File: config.mk
export PLATFORM = sky130hd
export DESIGN_NAME = hex_text_to_bytes_decoder_unit_flat
export DESIGN_NICKNAME = d
export VERILOG_FILES = /design/src/rtl/htbd_pkg.sv /design/src/rtl/htbd_in_if.sv /design/src/rtl/htbd_out_if.sv /design/src/rtl/htbd_classify.sv /design/src/rtl/htbd_step.sv /design/src/rtl/hex_text_to_bytes_decoder_unit.sv /design/src/flat_wrapper.sv
export SDC_FILE = /design/constraint.sdc
export NUM_CORES = 1
export LEC_CHECK = 0
export BUFFER_PORTS_ARGS = -buffer_cell sky130_fd_sc_hd__buf_2
export CAP_MARGIN = 20
export CORE_MARGIN = 1
export CORE_UTILIZATION = 52
export DETAILED_ROUTE_END_ITERATION = 12
export PLACE_DENSITY = 0.76
export SLEW_MARGIN = 20
export SYNTH_ARGS = -nofsm -noshare
export SYNTH_HDL_FRONTEND = slang
export SYNTH_HIERARCHICAL = 1
export SYNTH_SLANG_ARGS = --single-unit
File: constraint.sdc
create_clock -name i_clk -period 3.3 [get_ports i_clk]
set_input_delay 0.495 -clock i_clk [delete_from_list [all_inputs] [get_ports i_clk]]
set_output_delay 0.495 -clock i_clk [all_outputs]
set_load 0.005 [all_outputs]
File: src/rtl/htbd_pkg.sv
package htbd_pkg;

    localparam int CHAR_W         = 16;
    localparam int BYTE_W         = 8;
    localparam int NIB_W          = 4;
    localparam int CAP_W          = 16;
    localparam int SO_FAR_W       = 16;
    localparam int COUNT_BITS_DEF = 16;

    localparam logic [CAP_W-1:0] CAPACITY_RST = 16'hFFFF;

    // character codes
    localparam logic [CHAR_W-1:0] CH_DIGIT_LO = 16'h0030;
    localparam logic [CHAR_W-1:0] CH_DIGIT_HI = 16'h0039;
    localparam logic [CHAR_W-1:0] CH_UPPER_LO = 16'h0041;
    localparam logic [CHAR_W-1:0] CH_UPPER_HI = 16'h0046;
    localparam logic [CHAR_W-1:0] CH_LOWER_LO = 16'h0061;
    localparam logic [CHAR_W-1:0] CH_LOWER_HI = 16'h0066;
    localparam logic [CHAR_W-1:0] CH_SPACE    = 16'h0020;
    localparam logic [CHAR_W-1:0] CH_TAB      = 16'h0009;
    localparam logic [CHAR_W-1:0] CH_LF       = 16'h000A;
    localparam logic [CHAR_W-1:0] CH_CR       = 16'h000D;

    typedef logic [1:0] t_cls;
    localparam t_cls CLS_DIGIT = 2'd0;
    localparam t_cls CLS_SEP   = 2'd1;
    localparam t_cls CLS_BAD   = 2'd2;

    typedef struct packed {
        logic [CHAR_W-1:0] char_code;
        logic              final_char;
    } t_in_item;

    typedef struct packed {
        logic [BYTE_W-1:0]   byte_out;
        logic                byte_valid;
        logic [SO_FAR_W-1:0] bytes_so_far;
        logic                bad_char;
        logic                end_of_text;
    } t_out_item;

endpackage

File: src/rtl/htbd_in_if.sv
interface htbd_in_if;
    logic                valid;
    logic                ready;
    htbd_pkg::t_in_item  payload;

    modport source (output valid, output payload, input ready);
    modport sink   (input valid, input payload, output ready);
endinterface

File: src/rtl/htbd_out_if.sv
interface htbd_out_if;
    logic                valid;
    logic                ready;
    htbd_pkg::t_out_item payload;

    modport source (output valid, output payload, input ready);
    modport sink   (input valid, input payload, output ready);
endinterface

File: src/rtl/htbd_classify.sv
module htbd_classify (
    input  logic [htbd_pkg::CHAR_W-1:0] i_char,
    output htbd_pkg::t_cls              o_cls,
    output logic [htbd_pkg::NIB_W-1:0]  o_nib
);

    logic [htbd_pkg::CHAR_W-1:0] w_off_digit;
    logic [htbd_pkg::CHAR_W-1:0] w_off_upper;
    logic [htbd_pkg::CHAR_W-1:0] w_off_lower;

    assign w_off_digit = i_char - htbd_pkg::CH_DIGIT_LO;
    assign w_off_upper = i_char - htbd_pkg::CH_UPPER_LO;
    assign w_off_lower = i_char - htbd_pkg::CH_LOWER_LO;

    always_comb begin
        o_cls = htbd_pkg::CLS_BAD;
        o_nib = '0;
        if (i_char >= htbd_pkg::CH_DIGIT_LO && i_char <= htbd_pkg::CH_DIGIT_HI) begin
            o_cls = htbd_pkg::CLS_DIGIT;
            o_nib = w_off_digit[htbd_pkg::NIB_W-1:0];
        end else if (i_char >= htbd_pkg::CH_UPPER_LO && i_char <= htbd_pkg::CH_UPPER_HI) begin
            o_cls = htbd_pkg::CLS_DIGIT;
            o_nib = w_off_upper[htbd_pkg::NIB_W-1:0] + 4'd10;
        end else if (i_char >= htbd_pkg::CH_LOWER_LO && i_char <= htbd_pkg::CH_LOWER_HI) begin
            o_cls = htbd_pkg::CLS_DIGIT;
            o_nib = w_off_lower[htbd_pkg::NIB_W-1:0] + 4'd10;
        end else if (i_char == htbd_pkg::CH_SPACE || i_char == htbd_pkg::CH_TAB ||
                     i_char == htbd_pkg::CH_LF || i_char == htbd_pkg::CH_CR) begin
            o_cls = htbd_pkg::CLS_SEP;
        end
    end

endmodule

File: src/rtl/htbd_step.sv
module htbd_step #(
    parameter int COUNT_BITS = htbd_pkg::COUNT_BITS_DEF
) (
    input  logic                         i_clk,
    input  logic                         i_rst_n,
    input  logic                         i_advance,
    input  htbd_pkg::t_in_item           i_item,
    input  logic [htbd_pkg::CAP_W-1:0]   i_capacity,
    output htbd_pkg::t_out_item          o_result
);

    localparam int LW = (COUNT_BITS > htbd_pkg::CAP_W) ? COUNT_BITS : htbd_pkg::CAP_W;

    logic [htbd_pkg::BYTE_W-1:0] r_partial, n_partial;
    logic                        r_pending, n_pending;
    logic                        r_after, n_after;
    logic [COUNT_BITS-1:0]       r_count, n_count;
    logic                        r_halted, n_halted;

    htbd_pkg::t_cls              w_cls;
    logic [htbd_pkg::NIB_W-1:0]  w_nib;
    logic                        w_below;
    logic                        w_valid;
    logic [htbd_pkg::BYTE_W-1:0] w_byte;
    logic [htbd_pkg::BYTE_W-1:0] w_shifted;
    logic [COUNT_BITS-1:0]       w_count;
    logic [LW-1:0]               w_count_ext;

    htbd_classify u_classify (
        .i_char (i_item.char_code),
        .o_cls  (w_cls),
        .o_nib  (w_nib)
    );

    // limit is min(capacity, all-ones count)
    assign w_below = (LW'(r_count) < LW'(i_capacity)) && (r_count != '1);
    assign w_shifted = {r_partial[htbd_pkg::NIB_W-1:0], w_nib};

    always_comb begin
        n_partial = r_partial;
        n_pending = r_pending;
        n_after   = r_after;
        n_halted  = r_halted;
        w_valid   = 1'b0;
        w_byte    = '0;
        if (!r_halted && w_below) begin
            case (w_cls)
                htbd_pkg::CLS_DIGIT: begin
                    if (r_pending) begin
                        w_valid   = 1'b1;
                        w_byte    = w_shifted;
                        n_partial = '0;
                        n_pending = 1'b0;
                    end else begin
                        n_partial = w_shifted;
                        n_pending = 1'b1;
                    end
                    n_after = 1'b0;
                end
                htbd_pkg::CLS_SEP: begin
                    if (!r_after) begin
                        if (r_pending) begin
                            w_valid = 1'b1;
                            w_byte  = r_partial;
                        end
                        n_partial = '0;
                        n_pending = 1'b0;
                        n_after   = 1'b1;
                    end
                end
                default: begin
                    n_halted = 1'b1;
                end
            endcase
        end
        // lone digit flushed at end of string when no byte came above; the flushed byte adds to the count
        if (i_item.final_char && !w_valid && n_pending && !n_halted && w_below) begin
            w_valid = 1'b1;
            w_byte  = n_partial;
        end
        w_count = r_count + COUNT_BITS'(w_valid);
        n_count = w_count;
        if (i_item.final_char) begin
            n_partial = '0;
            n_pending = 1'b0;
            n_after   = 1'b1;
            n_count   = '0;
        end
    end

    assign w_count_ext = LW'(w_count);

    always_comb begin
        o_result.byte_out     = w_byte;
        o_result.byte_valid   = w_valid;
        o_result.bytes_so_far = w_count_ext[htbd_pkg::SO_FAR_W-1:0];
        o_result.bad_char     = n_halted;
        o_result.end_of_text  = i_item.final_char;
    end

    always_ff @(posedge i_clk) begin
        if (!i_rst_n) begin
            r_partial <= '0;
            r_pending <= 1'b0;
            r_after   <= 1'b1;
            r_count   <= '0;
            r_halted  <= 1'b0;
        end else if (i_advance) begin
            r_partial <= n_partial;
            r_pending <= n_pending;
            r_after   <= n_after;
            r_count   <= n_count;
            r_halted  <= n_halted && !i_item.final_char;
        end
    end

endmodule

File: src/rtl/hex_text_to_bytes_decoder_unit.sv
// channel   dir  payload                                          handshake
// i_in      in   char_code[15:0], final_char                      valid/ready
// o_out     out  byte_out[7:0], byte_valid, bytes_so_far[15:0],   valid/ready
//                bad_char, end_of_text
// cfg       in   i_cfg_wdata[15:0] = capacity                     i_cfg_we
//
// one result per item, one item per cycle unless o_out stalls; an item
// passes the input register, then the decode step into the result register
// the string state updates in the same cycle the result register loads
// synchronous active-low reset clears all string state, capacity to 65535
// a stalled output holds the result and the input register, then i_in.ready drops
module hex_text_to_bytes_decoder_unit #(
    parameter int COUNT_BITS = htbd_pkg::COUNT_BITS_DEF
) (
    input  logic                       i_clk,
    input  logic                       i_rst_n,
    htbd_in_if.sink                    i_in,
    htbd_out_if.source                 o_out,
    input  logic                       i_cfg_we,
    input  logic [htbd_pkg::CAP_W-1:0] i_cfg_wdata
);

    logic [htbd_pkg::CAP_W-1:0] r_capacity;
    logic                       r_in_valid;
    htbd_pkg::t_in_item         r_in_item;
    logic                       r_out_valid;
    htbd_pkg::t_out_item        r_out_item;

    logic                       w_advance;
    htbd_pkg::t_out_item        w_result;

    assign w_advance  = r_in_valid && (!r_out_valid || o_out.ready);
    assign i_in.ready = !r_in_valid || w_advance;

    assign o_out.valid   = r_out_valid;
    assign o_out.payload = r_out_item;

    htbd_step #(
        .COUNT_BITS (COUNT_BITS)
    ) u_step (
        .i_clk      (i_clk),
        .i_rst_n    (i_rst_n),
        .i_advance  (w_advance),
        .i_item     (r_in_item),
        .i_capacity (r_capacity),
        .o_result   (w_result)
    );

    always_ff @(posedge i_clk) begin
        if (!i_rst_n) begin
            r_capacity <= htbd_pkg::CAPACITY_RST;
        end else if (i_cfg_we) begin
            r_capacity <= i_cfg_wdata;
        end
    end

    always_ff @(posedge i_clk) begin
        if (!i_rst_n) begin
            r_in_valid <= 1'b0;
        end else if (i_in.ready) begin
            r_in_valid <= i_in.valid;
        end
    end

    always_ff @(posedge i_clk) begin
        if (i_in.ready && i_in.valid) begin
            r_in_item <= i_in.payload;
        end
    end

    always_ff @(posedge i_clk) begin
        if (!i_rst_n) begin
            r_out_valid <= 1'b0;
        end else if (w_advance) begin
            r_out_valid <= 1'b1;
        end else if (o_out.ready) begin
            r_out_valid <= 1'b0;
        end
    end

    always_ff @(posedge i_clk) begin
        if (w_advance) begin
            r_out_item <= w_result;
        end
    end

endmodule

File: src/flat_wrapper.sv
// flat-port wrapper written by rule: the top's interface ports become plain ports
module hex_text_to_bytes_decoder_unit_flat 
#(
    parameter int COUNT_BITS = htbd_pkg::COUNT_BITS_DEF
)
  (i_clk, i_rst_n, i_cfg_we, i_cfg_wdata, i_in_valid, i_in_payload, i_in_ready, o_out_valid, o_out_payload, o_out_ready);
  htbd_in_if i_in_i ();
  htbd_out_if o_out_i ();
  input  logic i_clk;
  input  logic i_rst_n;
  input  logic i_cfg_we;
  input  logic [htbd_pkg::CAP_W-1:0] i_cfg_wdata;
  input wire logic [$bits(i_in_i.valid)-1:0] i_in_valid;
  input wire logic [$bits(i_in_i.payload)-1:0] i_in_payload;
  output wire logic [$bits(i_in_i.ready)-1:0] i_in_ready;
  output wire logic [$bits(o_out_i.valid)-1:0] o_out_valid;
  output wire logic [$bits(o_out_i.payload)-1:0] o_out_payload;
  input wire logic [$bits(o_out_i.ready)-1:0] o_out_ready;
  assign i_in_i.valid = i_in_valid;
  assign i_in_i.payload = i_in_payload;
  assign i_in_ready = i_in_i.ready;
  assign o_out_valid = o_out_i.valid;
  assign o_out_payload = o_out_i.payload;
  assign o_out_i.ready = o_out_ready;
  hex_text_to_bytes_decoder_unit #(.COUNT_BITS(COUNT_BITS)) u_core (.i_clk(i_clk), .i_rst_n(i_rst_n), .i_in(i_in_i), .o_out(o_out_i), .i_cfg_we(i_cfg_we), .i_cfg_wdata(i_cfg_wdata));
endmodule
---- After elaboration in Yosys (flattened, before gate mapping) ----
Cells that the tools add are included.
word-level totals
  word-level logic and storage cells ...... 99
  flip-flop bits (word level) ............. 89
  output and inout bits ................... 29
  input port bits ......................... 38
operators by class
  $lt $le $gt $ge ......................... 7
  mux-type cells .......................... 36
  eq/ne operators ......................... 6
  $add $sub $neg .......................... 6
  reductions and logical operators ........ 29
operators with widths
  kind                  count
  $mux 8                9
  $eq 16x4->1 const B   3
  $ge 16x7->1 const B   2
  $le 16x7->1 const B   2
  $pmux 8 s2            2
  $add 16x1->16         1
  $eq 16x6->1 const B   1
  $ge 16x6->1 const B   1
  $le 16x6->1 const B   1
  $lt 16x16->1          1
  $mux 16               1
  $ne 16x16->1 const B  1
  $mux 1                14
  $logic_and 1x1->1     12
  $mux 4                3
  $sub 4x1->4 const B   3
  $add 4x4->4 const B   2
  $mux 2                4
  $logic_not 1->1       6
  $pmux 1 s2            3
  $logic_or 1x1->1      5
  $reduce_bool 2->1     2
  $reduce_and 3->1      1
  $reduce_bool 3->1     1
  3 further kinds       3

---- Longest topological paths before layout ----
  word-level depth ........................ 19
  depth in mapped cells ................... 17
  mapped depth without buffers ............ 16

---- By module ----
The synthesis kept the hierarchy.
modules (own cells, without submodules)
  module                          area each (sq um)  seq. area each (sq um)  cells an instance  times used
  htbd_step                       2413.6             540.5                   315                1
  hex_text_to_bytes_decoder_unit  1986.9             1681.6                  105                1
  htbd_classify                   311.5              0.0                     38                 1

---- Least setup slack after synthesis ----
No wires, ideal clock.
  path type ............................... register -> register
  start ................................... register u_core/r_in_item[1] (netlist name)
  end ..................................... register u_core.u_step.r_count[11]
  clock period less this slack ............ 3.657 ns
  setup slack ............................. -0.357 ns
  path buffers ............................ 1
  arrival ................................. 3.582 ns
  required time ........................... 3.224 ns
  stages on the path, launching flop included .. 17
  setup time .............................. 0.076 ns
  path through ............................ edfxtp_1 inv_1 ha_1 nor2b_1 o21ai_0 o22a_1 nor3_1 nor3_1 clkbuf_1 or2_2 a21oi_1 ha_1 nand3_1 nor3_1 nand2_1 or3_1 a21boi_0
between the ends
  word-level cells in the longest chain between the ends .. 19
  elaborated cells between the ends (all ways) .. 38
  classes of those cells .................. add/sub (1); order compare (6); eq/ne (5); mux (12); reduce/logical (14)
ends and longest elaborated chain
  what                                                                 line                                  text
  from (decl)                                                          hex_text_to_bytes_decoder_unit.sv:25  htbd_pkg::t_in_item r_in_item;
  from (signal assigned)                                               hex_text_to_bytes_decoder_unit.sv:67  r_in_item <= i_in.payload;
  parallel branches: the longest is 7 deep, another holds $ge 16x7->1  -
  $mux 2 (*)                                                           htbd_classify.sv:18                   if (i_char >= htbd_pkg::CH_DIGIT_LO && i_char <= htbd_pkg::CH_DIGIT_HI) begin
  named net u_core.u_step.w_cls[0]                                     htbd_step.sv:20                       htbd_pkg::t_cls w_cls;
  $eq 2x1->1 or $logic_not 2->1 (tied branches)                        htbd_step.sv:47                       case (w_cls)
  $pmux 1 s2                                                           htbd_step.sv:47
  $mux 1                                                               htbd_step.sv:46                       if (!r_halted && w_below) begin
  $logic_not 1->1                                                      htbd_step.sv:77                       if (i_item.final_char && !w_valid && n_pending && !n_halted && w_below) begin
  $logic_and 1x1->1 (4 in a row)                                       htbd_step.sv:77
  $mux 1 (*)                                                           htbd_step.sv:77
  named net u_core.u_step.w_valid                                      htbd_step.sv:23                       logic w_valid;
  $add 16x1->16 (*)                                                    htbd_step.sv:81                       w_count = r_count + COUNT_BITS'(w_valid);
  $mux 16 (*)                                                          htbd_step.sv:83                       if (i_item.final_char) begin
  to (signal assigned)                                                 htbd_step.sv:112                      r_count <= n_count;
  to (decl)                                                            htbd_step.sv:17                       logic [COUNT_BITS-1:0] r_count, n_count;
Mark *: on every way through the listed nets, which the timed path passes.
A chain may end at the register's enable or synchronous reset.

==> impl_metrics.prom <==
# TYPE chip_impl_metric gauge
chip_impl_metric{name="detailroute.via_count",unit=""} 3979
chip_impl_metric{name="synth.net_count",unit=""} 518
chip_impl_metric{name="worst-endpoint-arrival",unit="ps"} 3680
chip_impl_metric{name="route.detailed.drc",unit=""} 0
chip_impl_metric{name="die_h",unit="um"} 97.2
chip_impl_metric{name="cp_max_fo",unit=""} 4
chip_impl_info{name="critical_path_class",value="reg2reg"} 1
chip_impl_info{name="hold_path.class",value="in2reg"} 1
chip_impl_metric{name="max_freq",unit="GHz"} 0.295
chip_impl_info{name="outcome",value="finished, violations left"} 1
chip_impl_metric{name="timing_max_transition_violations_final",unit=""} 0
chip_impl_metric{name="layoutNonFillerInstCount",unit=""} 668
chip_impl_metric{name="antenna_found_initial",unit=""} 0
chip_impl_metric{name="worstSkewPairLatency",unit="ps"} 370
chip_impl_metric{name="sequential_cell_area",unit="sq um"} 2250
chip_impl_metric{name="postLayoutCoreUtil",unit=""} 0.686
chip_impl_metric{name="worst_ir_drop_vdd",unit="mV"} 0.307
chip_impl_metric{name="final_nets",unit=""} 615
chip_impl_info{name="clock_tree_from_tritoncts",value="yes"} 1
chip_impl_metric{name="netlist_instances",unit=""} 458
chip_impl_metric{name="async_flop_share",unit=""} 0
chip_impl_metric{name="setup_viol",unit=""} 2
chip_impl_metric{name="synth_sequential_area_ratio",unit=""} 0.472
chip_impl_metric{name="totalPowerFinal",unit="mW"} 2.16
chip_impl_metric{name="post_route_cells_drive_above_1_share",unit=""} 0.375
chip_impl_info{name="worstSetupStartpointType",value="flip-flop"} 1
chip_impl_metric{name="cap_viol_max_count",unit=""} 0
chip_impl_metric{name="num_io_pins",unit=""} 67
chip_impl_metric{name="h-tree-depth",unit=""} 3
chip_impl_metric{name="avgViaCountPerCell",unit=""} 5.96
chip_impl_metric{name="cts.reportedPaths.clkPinSlew",unit="ps"} 90
chip_impl_metric{name="grt.total_usage",unit=""} 0.238
chip_impl_info{name="synth-main-ff-cell",value="dfxtp_1"} 1
chip_impl_metric{name="leakagePower",unit="nW"} 2.42
chip_impl_metric{name="die_w",unit="um"} 97.2
chip_impl_metric{name="fillCellCount",unit=""} 632
chip_impl_metric{name="grt_pass1_wl",unit="mm"} 17.8
chip_impl_metric{name="placementRows",unit=""} 34
chip_impl_metric{name="cts_hold_buffers",unit=""} 0
chip_impl_metric{name="clock_buffer_count_from_cts",unit=""} 9
chip_impl_metric{name="grt_overflow_total",unit=""} 0
chip_impl_metric{name="cts.path.max_buffers",unit=""} 2
chip_impl_metric{name="period_minus_slack",unit="ps"} 3390
chip_impl_metric{name="clock_tree_skew_after_final_layout",unit="ps"} 12.5
chip_impl_metric{name="detailedPlacementHpwl",unit="mm"} 7.42
chip_impl_metric{name="ys_seq_elements",unit=""} 89
chip_impl_metric{name="areaGrowthSynthToFinish",unit="%"} 27.6
chip_impl_metric{name="pwr_cell_area",unit="nW/um^2"} 359
chip_impl_metric{name="antenna-diode-count",unit=""} 0
chip_impl_metric{name="drt_antenna_net_count",unit=""} 0
chip_impl_metric{name="worst_slew_margin_rel",unit=""} 0.443
chip_impl_metric{name="final_hold_viol_count",unit=""} 0
chip_impl_metric{name="period_share",unit=""} 1.03
chip_impl_metric{name="dpl.cell_count",unit=""} 637
chip_impl_metric{name="critical-path-max-stage-delay",unit="ps"} 460
chip_impl_metric{name="detailedRoute.firstIterationViolations",unit=""} 312
chip_impl_info{name="cts.root.buffer_cell",value="clkbuf_8"} 1
chip_impl_metric{name="worst_ep_required_time",unit="ps"} 3590
chip_impl_metric{name="place_worst_setup_slack",unit="ps"} -35.1
chip_impl_metric{name="syn-cell-area",unit="sq um"} 4710
chip_impl_metric{name="drt-wirelength-per-cell",unit="um"} 17.4
chip_impl_info{name="violations",value="setup timing"} 1
chip_impl_metric{name="setup_ws",unit="ps"} -89.8
chip_impl_metric{name="floorplan.initialDensity",unit=""} 0.538
chip_impl_metric{name="grt_max_degree",unit=""} 30
chip_impl_metric{name="multi_input_comb_area",unit="sq um"} 2660
chip_impl_metric{name="place_area",unit="sq um"} 5380
chip_impl_info{name="crit_path_cell_trace",value="inv_2 -> ha_4 -> a21oi_4 -> o21ai_2 -> a2111o_1 -> or3_4 -> or2_4 -> a21oi_4 -> ha_4 -> nand3_4 -> nor3_4 -> buf_6 -> nand2_4 -> or3_1 -> a21boi_1"} 1
chip_impl_metric{name="drt_first_pass_iters",unit=""} 5
chip_impl_metric{name="gp_congestion",unit=""} 0.833
chip_impl_info{name="critical-path-slowest-cell",value="a2111o_1"} 1
chip_impl_metric{name="postLayoutCellArea",unit="sq um"} 6010
chip_impl_metric{name="synth-edff-count",unit=""} 44
chip_impl_metric{name="portBuffers",unit=""} 66
chip_impl_metric{name="tightestPinTransition",unit="ps"} 833
chip_impl_metric{name="number_of_global_route_vias_before_repair",unit=""} 3739
chip_impl_metric{name="synth_cell_types",unit=""} 59
chip_impl_info{name="rsz0062_at_grt",value="true"} 1
chip_impl_metric{name="syn-mean-instance-area",unit="sq um"} 10.3
chip_impl_info{name="critPathCaptureType",value="flip-flop"} 1
chip_impl_metric{name="cts.sinks",unit=""} 89
chip_impl_metric{name="synth.yosys.warnings",unit=""} 6
chip_impl_info{name="critPathTopFamily",value="simple AND/OR/NAND/NOR gates"} 1
chip_impl_metric{name="design.die.area",unit="sq um"} 9450
chip_impl_metric{name="critical_path_buf_inv_count",unit=""} 2
chip_impl_metric{name="placeableCoreArea",unit="sq um"} 8760
chip_impl_metric{name="detail_route.wirelength",unit="mm"} 11.6
[registers in the layout (all words and copies together) (netlist names)]
register and cells:
u_core/r_in_item 17, u_core/u_step/r_count 16, u_core/u_step/r_after 1, u_core/u_step/r_partial 8, u_core/o_out.payload 27, u_core/r_in_valid 1
u_core/u_step/r_halted 1, u_core/r_capacity 16, u_core/o_out.valid 1, u_core/u_step/r_pending 1
[what timing repair did]
item                       4_1_cts  5_1_grt
setup endpoints to repair        7       34
pin swaps                       20       22
resized for setup               31       35
hold endpoints to repair         0        0
buffers inserted                 7        9
[cells by family (layout without fill, tap and decap cells)]
kind of cell    count (synthesis)  count (layout)  share of synthesized area
buf+inv                        48             150                     0.0507
xor+xnor                       14              14                     0.0260
mux                            17              17                     0.0364
flops                          89              89                      0.472
simple gates                  171             171                      0.204
fa+ha+maj                      22              22                     0.0584
compound gates                 97              97                      0.152
[cell type report]
class | count | area share
clock inverter | 3 | 0.00312
clock buffer | 13 | 0.0302
tap | 108 | 0.0225
inverter | 21 | 0.0131
multi-input combinational | 321 | 0.442
timing repair buffer | 113 | 0.115
sequential | 89 | 0.373
[layout by cell type (no fill, tap or decap), types with 5 or more instances in the layout]
cell type / instances
dfxtp_1: 26
edfxtp_1: 44
nor3b_1: 7
nor4_1: 5
a21boi_0: 9
nand2b_1: 12
ha_1: 8
buf_4: 44
nor2b_1: 14
o21ai_0: 9
nand3_1: 8
nand4_1: 10
nor2_1: 19
o221a_1: 8
xor2_1: 5
ha_4: 14
mux2i_1: 16
buf_2: 66
clkbuf_8: 9
and3_1: 5
a311o_1: 5
inv_2: 5
nand3b_1: 9
a21oi_1: 25
a22oi_1: 6
dfxtp_2: 19
inv_1: 16
nor3_1: 6
nand2_1: 39
xnor2_2: 5
[layer usage]
layer | vias up | routed length (um) | GRT usage
met1 | 1907 | 4810 | 0.292
met3 | 29 | 813 | 0.0518
met4 | 0 | 383 | 0.123
li1 | 1864 | - | -
met2 | 179 | 5640 | 0.392
met5 | - | 0 | 0
[where the power goes]
part           total [mW]  internal [mW]  switching, mW
Combinational       0.174         0.0767         0.0972
Sequential           1.23           1.20         0.0259
Clock               0.762          0.366          0.396
Total                2.16           1.64          0.520
[final timing paths]
check,slack [ps],end,depth (start not counted),start
setup / recovery,-90,u_core/u_step/r_count[11]$_SDFFE_PN0P_,15,u_core/r_capacity[5]$_SDFFE_PN1P_
setup reg to reg,-90,u_core/u_step/r_count[11]$_SDFFE_PN0P_,15,u_core/r_capacity[5]$_SDFFE_PN1P_
hold reg to reg,470,u_core/r_capacity[10]$_SDFFE_PN1P_,2,u_core/r_capacity[10]$_SDFFE_PN1P_
hold / removal,300,u_core/r_in_item[4]$_DFFE_PP_,1,i_in_payload[4]
[through the flow]
step	setup TNS (ps)	hold slack, ps
3_5_place_dp	-63.5	460
3_3_place_gp	0	457
5_1_grt	-887	283
6_report	-124	298
2_1_floorplan	0	441
4_1_cts	0	291
[Yosys cell counts (2+ instances only)]
cell      number  area, sq um
nand2b_1      12         75.1
nor2b_1       15         93.8
nor4_4         2         42.5
nand2_1       43          161
o221a_1        8         90.1
edfxtp_1      44         1320
buf_6          3         33.8
nor4_1         6         37.5
a21oi_1       29          145
ha_1          22          275
and2_1         2         12.5
clkbuf_1      15         56.3
xor2_1         6         52.6
or2_2          2         12.5
and3_1         5         31.3
a22oi_1        7         52.6
o21ai_1        2         10.0
mux2i_1       16          160
nand3b_1       9         67.6
or3_1          4         25.0
xnor2_1        8         70.1
nor3_1        10         50.1
o21a_1         4         30.0
nor3b_1        7         52.6
a311o_1        5         50.1
o22a_1         2         17.5
a211o_1        4         35.0
nand3_1       11         55.1
buf_4          4         30.0
a31oi_1        2         12.5
and4_1         3         26.3
buf_2          4         20.0
inv_1         21         78.8
o21ai_0       10         50.1
nand4_1       10         62.6
nor2_1        23         86.3
dfxtp_1       45          901
a21boi_0      12         90.1
Note: power is estimated with default switching activity, not from simulation.
